<file path="src/sv/kdhl_pkg.sv">
// shared types and constants for the key debounce, hold and lock unit
package kdhl_pkg;

  localparam int unsigned OutKeys      = 3;
  localparam int unsigned NumKeysDef   = 3;
  localparam int unsigned HoldW        = 16;
  localparam int unsigned CntW         = 8;
  localparam logic [HoldW-1:0] HoldMax = {HoldW{1'b1}};
  localparam logic [CntW-1:0] ThreshRst = CntW'(1);

  // state of one key as seen by the merge stage after this tick's scan
  typedef struct packed {
    logic [HoldW-1:0] hold;
    logic             lock;
  } lane_status_t;

endpackage

</file>
<file path="src/sv/kdhl_lane.sv">
// one key lane: debounce counter, hold count and lock flag
module kdhl_lane import kdhl_pkg::*; (
  input  logic             clk_i,
  input  logic             rst_ni,
  input  logic             adv_i,
  input  logic             level_i,
  input  logic             lock_set_i,
  input  logic [CntW-1:0]  thresh_i,
  output lane_status_t     status_o
);

  logic [HoldW-1:0] hold_q, hold_d;
  logic [CntW-1:0]  cnt_q, cnt_d;
  logic             lock_q, lock_d;

  always_comb begin
    hold_d = hold_q;
    cnt_d  = cnt_q;
    lock_d = lock_q | lock_set_i;
    if (hold_q != '0) begin
      if (level_i) begin
        if (hold_q != HoldMax) hold_d = hold_q + HoldW'(1);
        cnt_d = thresh_i;
      end else if (cnt_q == '0) begin
        // release clears the lock, even one set this tick
        hold_d = '0;
        lock_d = 1'b0;
      end else begin
        cnt_d = cnt_q - CntW'(1);
      end
    end else begin
      if (!level_i) begin
        cnt_d = thresh_i;
      end else if (cnt_q == '0) begin
        hold_d = HoldW'(1);
      end else begin
        cnt_d = cnt_q - CntW'(1);
      end
    end
  end

  always_ff @(posedge clk_i or negedge rst_ni) begin
    if (!rst_ni) begin
      hold_q <= '0;
      cnt_q  <= '0;
      lock_q <= 1'b0;
    end else if (adv_i) begin
      hold_q <= hold_d;
      cnt_q  <= cnt_d;
      lock_q <= lock_d;
    end
  end

  assign status_o.hold = hold_d;
  assign status_o.lock = lock_d;

endmodule

</file>
<file path="src/sv/kdhl_merge.sv">
// merges the lane results into the registered output item
module kdhl_merge import kdhl_pkg::*; #(
  parameter int unsigned NUM_KEYS = NumKeysDef
) (
  input  logic             clk_i,
  input  logic             rst_ni,
  input  logic             load_i,
  input  logic             out_stall_i,
  input  lane_status_t     lane_status_i [NUM_KEYS],
  output logic             out_valid_o,
  output logic [OutKeys-1:0] active_o,
  output logic [HoldW-1:0] hold_o [OutKeys]
);

  logic                 valid_q, valid_d;
  logic [OutKeys-1:0]   active_q, active_d;
  logic [HoldW-1:0]     hold_q [OutKeys];
  logic [HoldW-1:0]     hold_d [OutKeys];

  for (genvar i = 0; i < OutKeys; i++) begin : g_out
    if (i < NUM_KEYS) begin : g_key
      // locked keys read as released
      assign hold_d[i]   = lane_status_i[i].lock ? '0 : lane_status_i[i].hold;
      assign active_d[i] = !lane_status_i[i].lock && (lane_status_i[i].hold != '0);
    end else begin : g_none
      assign hold_d[i]   = '0;
      assign active_d[i] = 1'b0;
    end
  end

  assign valid_d = load_i | (valid_q & out_stall_i);

  always_ff @(posedge clk_i or negedge rst_ni) begin
    if (!rst_ni) begin
      valid_q <= 1'b0;
    end else begin
      valid_q <= valid_d;
    end
  end

  always_ff @(posedge clk_i) begin
    if (load_i) begin
      active_q <= active_d;
      hold_q   <= hold_d;
    end
  end

  assign out_valid_o = valid_q;
  assign active_o    = active_q;
  assign hold_o      = hold_q;

endmodule

</file>
<file path="src/sv/key_debounce_hold_lock_unit.sv">
// top level: key debounce, hold count and lock for a set of keys
// output: the result of an accepted tick is in the output register from the next cycle on
// throughput: one tick per cycle; a tick is taken while the output register is empty
//   or its result is taken in the same cycle
// reset: all keys released, counters and locks clear, debounce threshold 1
module key_debounce_hold_lock_unit import kdhl_pkg::*; #(
  parameter int unsigned NUM_KEYS = NumKeysDef
) (
  input  logic                clk_i,
  input  logic                rst_ni,
  input  logic                in_valid_i,
  output logic                in_stall_o,
  input  logic [OutKeys-1:0]  key_levels_i,
  input  logic [OutKeys-1:0]  lock_mask_i,
  output logic                out_valid_o,
  input  logic                out_stall_i,
  output logic [OutKeys-1:0]  active_keys_o,
  output logic [HoldW-1:0]    hold_up_o,
  output logic [HoldW-1:0]    hold_down_o,
  output logic [HoldW-1:0]    hold_power_o,
  input  logic                cfg_we_i,
  input  logic [CntW-1:0]     cfg_wdata_i
);

  logic [CntW-1:0] thresh_q;
  logic            accept;
  lane_status_t    lane_status [NUM_KEYS];
  logic [HoldW-1:0] hold [OutKeys];

  always_ff @(posedge clk_i or negedge rst_ni) begin
    if (!rst_ni) begin
      thresh_q <= ThreshRst;
    end else if (cfg_we_i) begin
      thresh_q <= cfg_wdata_i;
    end
  end

  assign in_stall_o = out_valid_o & out_stall_i;
  assign accept     = in_valid_i & ~in_stall_o;

  for (genvar k = 0; k < NUM_KEYS; k++) begin : g_lane
    logic level, lock_set;
    if (k < OutKeys) begin : g_port
      assign level    = key_levels_i[k];
      assign lock_set = lock_mask_i[k];
    end else begin : g_extra
      // keys without a pin stay released and unlocked
      assign level    = 1'b0;
      assign lock_set = 1'b0;
    end
    kdhl_lane u_lane (
      .clk_i      (clk_i),
      .rst_ni     (rst_ni),
      .adv_i      (accept),
      .level_i    (level),
      .lock_set_i (lock_set),
      .thresh_i   (thresh_q),
      .status_o   (lane_status[k])
    );
  end

  kdhl_merge #(
    .NUM_KEYS (NUM_KEYS)
  ) u_merge (
    .clk_i         (clk_i),
    .rst_ni        (rst_ni),
    .load_i        (accept),
    .out_stall_i   (out_stall_i),
    .lane_status_i (lane_status),
    .out_valid_o   (out_valid_o),
    .active_o      (active_keys_o),
    .hold_o        (hold)
  );

  assign hold_up_o    = hold[0];
  assign hold_down_o  = hold[1];
  assign hold_power_o = hold[2];

endmodule

</file>
<file path="config.mk">
export PLATFORM = sky130hd
export DESIGN_NAME = key_debounce_hold_lock_unit
export DESIGN_NICKNAME = d
export VERILOG_FILES = /design/src/sv/kdhl_pkg.sv /design/src/sv/kdhl_lane.sv /design/src/sv/kdhl_merge.sv /design/src/sv/key_debounce_hold_lock_unit.sv
export SDC_FILE = /design/constraint.sdc
export NUM_CORES = 1
export LEC_CHECK = 0
export ABC_AREA = 1
export ABC_CLOCK_PERIOD_IN_PS = 6500
export BUFFER_PORTS_ARGS = -buffer_cell sky130_fd_sc_hd__buf_2
export CORE_UTILIZATION = 25
export CTS_CLUSTER_SIZE = 10
export DETAILED_ROUTE_END_ITERATION = 12
export REMOVE_ABC_BUFFERS = 1
export SYNTH_ARGS = -nofsm -noshare
export SYNTH_HDL_FRONTEND = slang
export SYNTH_SLANG_ARGS = --single-unit
export TNS_END_PERCENT = 10
</file>
<file path="constraint.sdc">
create_clock -name clk_i -period 6.5 [get_ports clk_i]
set_input_delay 1.3 -clock clk_i [delete_from_list [all_inputs] [get_ports clk_i]]
set_output_delay 1.3 -clock clk_i [all_outputs]
set_load 0.02 [all_outputs]
</file>
---- Word level (Yosys, flattened, before mapping) ----
Index checks and enable logic that the tools add are counted.
cells by class
  $add $sub $neg .......................... 6
  equality and inequality tests ........... 3
  muxes and demuxes ....................... 39
  bitwise gates (word level) .............. 7
  reduce and logical (&&, ||, !) cells .... 15
operators by type and width
  cell                                                                 count
  16-bit 2-to-1 mux                                                    18
  8-bit 2-to-1 mux                                                     12
  16-bit nonzero test                                                  6
  16-bit by 1-bit adder with 16-bit output (second input constant)     3
  16-bit inequality test (second input constant)                       3
  8-bit logical NOT                                                    3
  8-bit by 1-bit subtractor with 8-bit output (second input constant)  3
  1-bit 2-to-1 mux                                                     9
  1-bit bitwise OR                                                     4
  1-bit logical AND                                                    3
  1-bit logical NOT                                                    3
  1-bit bitwise AND                                                    2
  1-bit NOT                                                            1
storage, ports and cells
  register bits after elaboration ......... 135
  bits of input ports ..................... 19
  logic and storage cells ................. 85

---- Logic depth before layout (Yosys ltp) ----
Gate-level depths: netlist of run 1.
  depth after elaboration ................. 6
  depth in mapped cells ................... 16

---- Hierarchy ----
Synthesis of run 1 repeated with hierarchy kept, for this count alone.
unflattened totals
  cell total of the unflattened synthesis .. 1219
  area total of the unflattened synthesis .. 9097.5 um2
modules (own cells, without submodules)
  module                       instances  cells an instance  area an instance (um2)  seq. area each (um2)
  kdhl_lane                    3          327                2199.6                  625.6
  kdhl_merge                   1          200                2175.8                  1556.5
  key_debounce_hold_lock_unit  1          38                 322.8                   201.4

---- Worst setup path after synthesis of run 1 ----
OpenSTA, ideal clock, no wires.
  path kind ............................... input -> register
  from .................................... input port out_stall_i
  to ...................................... register u_merge.active_q[0], in the netlist u_merge.active_o[0], enable pin
  setup time .............................. 434 ps
  arrival time ............................ 3344 ps
  setup slack ............................. 2722 ps
  stages on the path ...................... 4
  buffers on the path ..................... 1
  path through ............................ nand2_1 inv_1 nor2_2 clkbuf_1
between the ends
  cells in the longest elaborated chain, start to end .. 3
ends and longest elaborated chain
  item                  RTL line                           source
  start, declared       key_debounce_hold_lock_unit.sv:16  input logic out_stall_i,
  1-bit bitwise AND     key_debounce_hold_lock_unit.sv:38  assign in_stall_o = out_valid_o & out_stall_i;
  net in_stall_o        key_debounce_hold_lock_unit.sv:12  output logic in_stall_o,
  1-bit NOT             key_debounce_hold_lock_unit.sv:39  assign accept = in_valid_i & ~in_stall_o;
  1-bit bitwise AND     key_debounce_hold_lock_unit.sv:39
  net accept            key_debounce_hold_lock_unit.sv:26  logic accept;
  end signal, assigned  kdhl_merge.sv:43                   active_q <= active_d;
  end, declared         kdhl_merge.sv:16                   logic [OutKeys-1:0] active_q, active_d;
The timed path passes the listed nets, and every way through them passes these cells.
A chain may end at the register's enable or synchronous reset.

---- Final worst setup path of run 1 ----
  from .................................... input port out_stall_i
  to ...................................... register g_lane[2].u_lane.cnt_q[5]
between the ends
  cells in the longest elaborated chain, start to end .. 3
ends and longest elaborated chain
  item                  RTL line                           source
  1-bit bitwise AND     key_debounce_hold_lock_unit.sv:38
  1-bit NOT             key_debounce_hold_lock_unit.sv:39
  1-bit bitwise AND     key_debounce_hold_lock_unit.sv:39
  end signal, assigned  kdhl_lane.sv:49                    cnt_q <= cnt_d;
  end, declared         kdhl_lane.sv:13                    logic [CntW-1:0] cnt_q, cnt_d;
Every way passes these cells.

==> results.py, run 1 <==
metrics = {
    "sta": {
        "finalHoldWorstSlack_ns": 0.494,
        "report.final.setup_viol": 0,
        "finalHoldViolations": 0,
        "final_period_minus_worst_setup_slack_ns": 3.25,
        "fmax_mhz": 308,
        "worst-slew-pin-transition_ns": 0.979,
        "finalSetupTns_ns": 0,
        "post-route-period-util": 0.500,
        "rsz0062_at_grt": "no",
        "slew_limit_headroom": 0.347,
        "report.final.slew_viol_count": 0,
        "skew_ns": 0.0126,
    },
    "setup_path": {
        "worst_path_dominant_cell_family": "buffers and inverters",
        "worst_r2r_path_depth": 9,
        "timing.critical_path.to_type": "flip-flop",
        "timing.critical_path.arrival_ns": 3.53,
        "worst-endpoint-required_ns": 6.79,
        "end_of_the_worst_register_to_register_path": "g_lane[2].u_lane.cnt_q[5]",
        "r2r-start": "u_merge.out_valid_o",
        "cp-start-kind": "input port",
        "critical_path.most_common_cell": "nand2_1",
        "worst-setup-path-type": "in -> reg",
        "cp_cell_sequence": "buf_2, nand2_1, inv_1, nor2_4, inv_2, buf_4, a21oi_2, nand2_1, nand2_1, o21ai_1",
        "regToRegSetupSlack_ns": 3.83,
        "critPathBufInv": 4,
        "cpPeakStageDelay_ns": 0.68,
        "critPathMaxFanout": 56,
        "critical_path.slowest_cell": "nor2_4",
    },
    "synthesis": {
        "post_synth_top_area_share": 0.245,
        "yosys.cell_count.top_type": "nand2_1",
        "post_synth_mux_area_share": 0,
        "synth_xor_area_frac": 0.0219,
        "synth-async-reset-ratio": 0.622,
        "ys_seq_elements": 135,
        "synth-compound-area-share": 0.111,
        "synth_sequential_area_ratio": 0.429,
        "post_synth_instance_area_mm2": 0.00847,
        "top_ff_cell_synth": "dfrtp_1",
        "synth_adder_area_share": 0.0177,
        "synth_commonest_cells": "nand2_1 (278), nor2_1 (155), inv_1 (118)",
        "synth_enable_flop_cells": 51,
        "syn_area_per_cell_um2": 7.42,
        "postSynthCellCount": 1141,
        "synth_top_family_by_area": "simple AND/OR/NAND/NOR gates",
        "yosysWarnings": 0,
        "yosysUniqueCellTypes": 42,
        "synth_top_area_cell": "dfrtp_1",
        "synth_simple_gate_area_share": 0.341,
        "netlist_top_cells_area": "dfrtp_1 (25%), edfxtp_1 (18%), nand2_1 (12%)",
    },
    "grt": {
        "grt_max_degree": 73,
        "grt.total_usage": 0.137,
        "antenna_violations_before_repair": 1,
        "globalRouteOverflowTotal": 0,
        "first_global_vias": 7223,
        "grt_first_pass_wirelength_mm": 37.2,
    },
    "finish": {
        "nNetsFinal": 1230,
        "post_route_cells_drive_above_1_share": 0.154,
        "multiInputGateArea_mm2": 0.00417,
        "n_fill_cell": 3619,
        "stdcell_area_mm2": 0.00977,
        "seqCellArea_mm2": 0.00363,
        "areaGrowthSynthToFinish_pct": 15.4,
    },
    "power": {
        "vdd_ir_drop_max_mv": 0.191,
        "p_per_area_mw_per_mm2": 300,
        "cellLeakagePower_nw": 4.43,
    },
    "status": {
        "status": "complete, no violations",
    },
    "cts": {
        "cts_htree_levels": 4,
        "tritoncts_num_sinks": 135,
        "post-cts-setup-buffers": 0,
        "cts_made_buffers": 17,
        "tritoncts_clock_tree": "built",
        "ctsRootBufferMaster": "clkbuf_16",
        "clock_tree.buffer_depth": 2,
        "clkTransAtPathRegs_ns": 0.06,
        "clock_latency_ns": 0.43,
        "ctsResizeCount": 0,
        "ctsHoldBuffers": 0,
    },
    "die": {
        "rows": 67,
        "placeableCoreArea_mm2": 0.0334,
        "die-width_um": 186,
        "fp.dieH_um": 186,
        "fp.dieArea_mm2": 0.0346,
        "ios": 72,
        "floorplan.initialDensity": 0.253,
    },
    "hold_path": {
        "hold_path.startpoint": "g_lane[2].u_lane.lock_q",
        "hold_path_class": "reg -> reg",
        "worst_hold_endpoint": "g_lane[2].u_lane.lock_q",
        "min_path_cells": 2,
    },
    "detailed_routing": {
        "detail_route.drc_violations": 0,
        "dr.first_iter.drc_count": 667,
        "vias": 7567,
        "route.detailed.vias_per_inst": 4.56,
        "drt-wirelength-per-cell_um": 13.4,
        "antenna_violating_nets_post_route": 0,
        "detail_route.wirelength_mm": 22.3,
        "drtPass1Iterations": 6,
    },
    "placement": {
        "io_buffer_count": 71,
        "gp_routability_congestion": 0.888,
        "detail_placement_hpwl_mm": 15.9,
        "post_dp_cell_area_mm2": 0.00924,
    },
    "run": {
        "timing.max_cap.violations": 0,
    },
}
-- worst min-delay path: stages (launching register included) --
cell and delay, ns:
dfrtp_1 0.35, nand2_1 0.05, o21ai_0 0.06
-- sequential cells by signal (all words and copies together), names as in the netlist --
signal                cells
g_lane.u_lane.cnt_q      24
g_lane.u_lane.hold_q     48
g_lane.u_lane.lock_q      3
thresh_q                  8
u_merge.active_o          3
u_merge.hold_o           48
u_merge.out_valid_o       1
-- where the power goes --
group	switching [mW]	internal, mW	total [mW]
combinational	0.557	0.284	0.841
clock	0.397	0.488	0.885
sequential	0.170	1.04	1.21
-- metal layers --
metal	vias up	GRT usage	share of wire
met5	-	0	0
met4	0	0.0456	0.014
met3	23	0.0237	0.037
met2	166	0.219	0.45
met1	3535	0.185	0.50
li1	3843	-	-
-- placed cells by master (no fill, tap or decap), types with 2 or more instances in the layout --
cell / netlist / layout
nand2_1: 278 / 278
nor2_1: 155 / 155
inv_1: 118 / 117
o21ai_0: 89 / 89
nand3_1: 88 / 88
dfrtp_1: 83 / 83
buf_2: 12 / 70
a21oi_1: 54 / 54
edfxtp_1: 51 / 51
nand4_1: 24 / 24
nand2_2: 21 / 21
nor3_1: 19 / 19
xor2_1: 17 / 17
clkbuf_16: 0 / 17
inv_2: 12 / 13
nor2_4: 12 / 13
ha_1: 12 / 12
nor2_2: 12 / 11
o21ai_1: 8 / 8
o22ai_1: 6 / 6
a31oi_1: 6 / 6
nand2_4: 5 / 5
clkinv_2: 1 / 4
nand3_2: 4 / 4
nor4_1: 4 / 4
clkinvlp_4: 0 / 4
buf_4: 1 / 4
or2_2: 3 / 3
nor2_8: 3 / 3
a21oi_2: 3 / 3
and2_1: 3 / 3
inv_6: 0 / 3
clkinv_4: 0 / 3
o21ai_2: 2 / 2
or2_1: 2 / 2
o21bai_1: 2 / 2
o211ai_1: 2 / 2
-- final cells by class --
| cell class | count | share of cell area |
|---|---|---|
| inverters | 131 | 0.0504 |
| repair buffers | 74 | 0.0389 |
| multi-input cells | 840 | 0.427 |
| well taps | 448 | 0.0573 |
| clock inverters | 14 | 0.0104 |
| diodes | 1 | 0.000256 |
| clock buffers | 18 | 0.0439 |
| flip-flops and latches | 135 | 0.372 |
-- kinds of logic after synthesis --
logic type | count (synthesis)
buf+inv | 166
flops | 135
compound gates | 175
simple gates | 634
fa+ha+maj | 12
xor+xnor | 19
-- how the worst max path moves through the flow --
stage / end / depth (start not counted) / from / slack (ns)
after floorplan: g_lane[2].u_lane.cnt_q[5] / 8 / out_stall_i / 0.21
after global placement: g_lane[2].u_lane.cnt_q[5] / 10 / out_stall_i / 2.81
after detailed placement: g_lane[2].u_lane.cnt_q[5] / 10 / out_stall_i / 2.77
after CTS: g_lane[2].u_lane.cnt_q[5] / 10 / out_stall_i / 3.21
after global routing: g_lane[2].u_lane.cnt_q[5] / 10 / out_stall_i / 3.01
final: g_lane[2].u_lane.cnt_q[5] / 10 / out_stall_i / 3.25
-- stage by stage --
step / total power [mW] / worst slack, ns / util / instances
after detailed placement: 2.06 / 2.77 / 0.276 / 1628
after global placement: 2.04 / 2.81 / 0.276 / 1628
after global routing: 3.14 / 3.01 / 0.292 / 1660
after floorplan: 1.81 / 0.211 / - / 1106
final: 2.93 / 3.25 / 0.292 / 1661
after CTS: 2.96 / 3.21 / 0.292 / 1660
No activity file was read; power rests on OpenSTA's default activity.
==> inputs of run 2 (changes only) <==
--- a/config.mk
+++ b/config.mk
@@ -6,7 +6,7 @@
 export NUM_CORES = 1
 export LEC_CHECK = 0
 export ABC_AREA = 1
-export ABC_CLOCK_PERIOD_IN_PS = 6500
+export ABC_CLOCK_PERIOD_IN_PS = 2900
 export BUFFER_PORTS_ARGS = -buffer_cell sky130_fd_sc_hd__buf_2
 export CORE_UTILIZATION = 25
 export CTS_CLUSTER_SIZE = 10
==> constraint.sdc (replaced) <==
create_clock -name clk_i -period 2.9 [get_ports clk_i]
set_input_delay 0.58 -clock clk_i [delete_from_list [all_inputs] [get_ports clk_i]]
set_output_delay 0.58 -clock clk_i [all_outputs]
set_load 0.02 [all_outputs]
==> run 2 against run 1 <==
Effect of this change:
- register-to-register slack got worse by 3.3 ns
- first-iteration DRC count decreased by 18%
- critical path depth rose by 3
- largest cell class unchanged
- wire length increased by 2.1%
- critical endpoint is now u_merge.active_o[0]
- non-clock buffer count grew 7
- critical path type is now reg -> reg
==> results.py, run 2 (same netlist as run 1, synthesis figures left out) <==
metrics = {
    "status": {
        "status": "complete, no violations",
    },
    "detailed_routing": {
        "dr.first_iter.drc_count": 550,
        "vias": 7648,
        "detail_route.drc_violations": 0,
        "detail_route.wirelength_mm": 22.7,
        "antenna_violating_nets_post_route": 0,
        "drt-wirelength-per-cell_um": 13.6,
        "route.detailed.vias_per_inst": 4.59,
        "drtPass1Iterations": 6,
    },
    "setup_path": {
        "cp-start-kind": "flip-flop",
        "timing.critical_path.arrival_ns": 2.55,
        "critPathMaxFanout": 15,
        "r2r-start": "g_lane[0].u_lane.cnt_q[0]",
        "regToRegSetupSlack_ns": 0.51,
        "critical_path.slowest_cell": "dfrtp_1",
        "worst-endpoint-required_ns": 3.06,
        "timing.critical_path.to_type": "flip-flop",
        "critPathBufInv": 2,
        "crit_end": "u_merge.active_o[0]",
        "worst_path_dominant_cell_family": "simple AND/OR/NAND/NOR gates",
        "worst_r2r_path_depth": 13,
        "cp_cell_sequence": "inv_1, ha_1, nand3_1, nor2_4, nand2_2, nand2_1, inv_1, nand3_1, nand2_1, nor2_1, nand3_1, nor2_1, nor2_1",
        "end_of_the_worst_register_to_register_path": "u_merge.active_o[0]",
        "worst-path-stages": 13,
        "worst-setup-path-type": "reg -> reg",
        "timing.critical_path.from": "g_lane[0].u_lane.cnt_q[0]",
        "cpPeakStageDelay_ns": 0.40,
    },
    "grt": {
        "grt_max_degree": 103,
        "grt.total_usage": 0.138,
        "first_global_vias": 7355,
        "antenna_violations_before_repair": 0,
        "grt_first_pass_wirelength_mm": 37.7,
        "globalRouteOverflowTotal": 0,
    },
    "sta": {
        "finalHoldViolations": 0,
        "report.final.slew_viol_count": 0,
        "slew_limit_headroom": 0.573,
        "finalHoldWorstSlack_ns": 0.159,
        "final_period_minus_worst_setup_slack_ns": 2.39,
        "post-route-period-util": 0.823,
        "fmax_mhz": 419,
        "finalSetupTns_ns": 0,
        "skew_ns": 0.0120,
        "worst-slew-pin-transition_ns": 0.640,
        "rsz0062_at_grt": "no",
        "report.final.setup_viol": 0,
    },
    "die": {
        "fp.dieH_um": 186,
        "rows": 67,
        "fp.dieArea_mm2": 0.0346,
        "ios": 72,
        "floorplan.initialDensity": 0.253,
        "die-width_um": 186,
        "placeableCoreArea_mm2": 0.0334,
    },
    "power": {
        "vdd_ir_drop_max_mv": 0.411,
        "cellLeakagePower_nw": 4.50,
        "p_per_area_mw_per_mm2": 693,
    },
    "cts": {
        "clkTransAtPathRegs_ns": 0.06,
        "cts_made_buffers": 17,
        "cts_htree_levels": 4,
        "ctsResizeCount": 0,
        "ctsRootBufferMaster": "clkbuf_16",
        "clock_tree.buffer_depth": 2,
        "ctsHoldBuffers": 0,
        "clock_latency_ns": 0.43,
        "tritoncts_clock_tree": "built",
        "post-cts-setup-buffers": 0,
        "tritoncts_num_sinks": 135,
    },
    "finish": {
        "final_cell_mix": "nand2_1 (278), nor2_1 (155), inv_1 (117)",
        "nNetsFinal": 1237,
        "layout.cells.most_common": "nand2_1",
        "stdcell_area_mm2": 0.00994,
        "post_route_cells_drive_above_1_share": 0.159,
        "areaGrowthSynthToFinish_pct": 17.3,
        "num_antenna_cells": 0,
    },
    "placement": {
        "gp_routability_congestion": 0.925,
        "detail_placement_hpwl_mm": 16.1,
        "post_dp_cell_area_mm2": 0.00933,
        "io_buffer_count": 71,
    },
    "hold_path": {
        "hold_path_class": "in -> async",
    },
    "run": {
        "timing.max_cap.violations": 0,
    },
}
[run 2: through the flow]
step | utilization | worst slack, ns | instances | total power, mW
global route | 0.297 | 0.265 | 1667 | 7.39
finish | 0.297 | 0.515 | 1667 | 6.88
global placement | 0.279 | 0.516 | 1635 | 4.59
detailed placement | 0.279 | 0.527 | 1635 | 4.62
floorplan | - | -2.67 | 1106 | 4.05
CTS | 0.297 | 0.547 | 1667 | 6.96
[run 2: how the worst min path moves through the flow]
stage | start | to | slack, ns | cells past startpoint
detailed placement | u_merge.out_valid_o | u_merge.out_valid_o | 0.49 | 2
global placement | g_lane[2].u_lane.lock_q | g_lane[2].u_lane.lock_q | 0.48 | 2
CTS | rst_ni | u_merge.out_valid_o | 0.18 | 1
global route | rst_ni | u_merge.out_valid_o | 0.19 | 1
floorplan | rst_ni | g_lane[0].u_lane.cnt_q[0] | 0.28 | 0
finish | rst_ni | u_merge.out_valid_o | 0.16 | 1
[run 2: cell type report]
| cell class | count | area, um^2 |
|---|---|---|
| repair buffers | 81 | 470 |
| multi-input cells | 840 | 4170 |
| fillers | 3604 | 23500 |
| clock buffers | 19 | 433 |
| clock inverters | 13 | 171 |
| flip-flops and latches | 135 | 3630 |
| well taps | 448 | 561 |
| inverters | 131 | 493 |
[run 2: layer usage]
layer	part of all wire	track usage	up-vias
met5	0	0	-
li1	-	-	3859
met4	0.013	0.0426	0
met2	0.46	0.224	197
met3	0.040	0.0229	22
met1	0.49	0.188	3570
[run 2: where the power goes]
part	leakage (nW)	internal [mW]	total, mW	switching [mW]
clock network	0.277	1.36	2.29	0.923
registers	1.55	2.32	2.70	0.376
logic	2.67	0.652	1.90	1.25
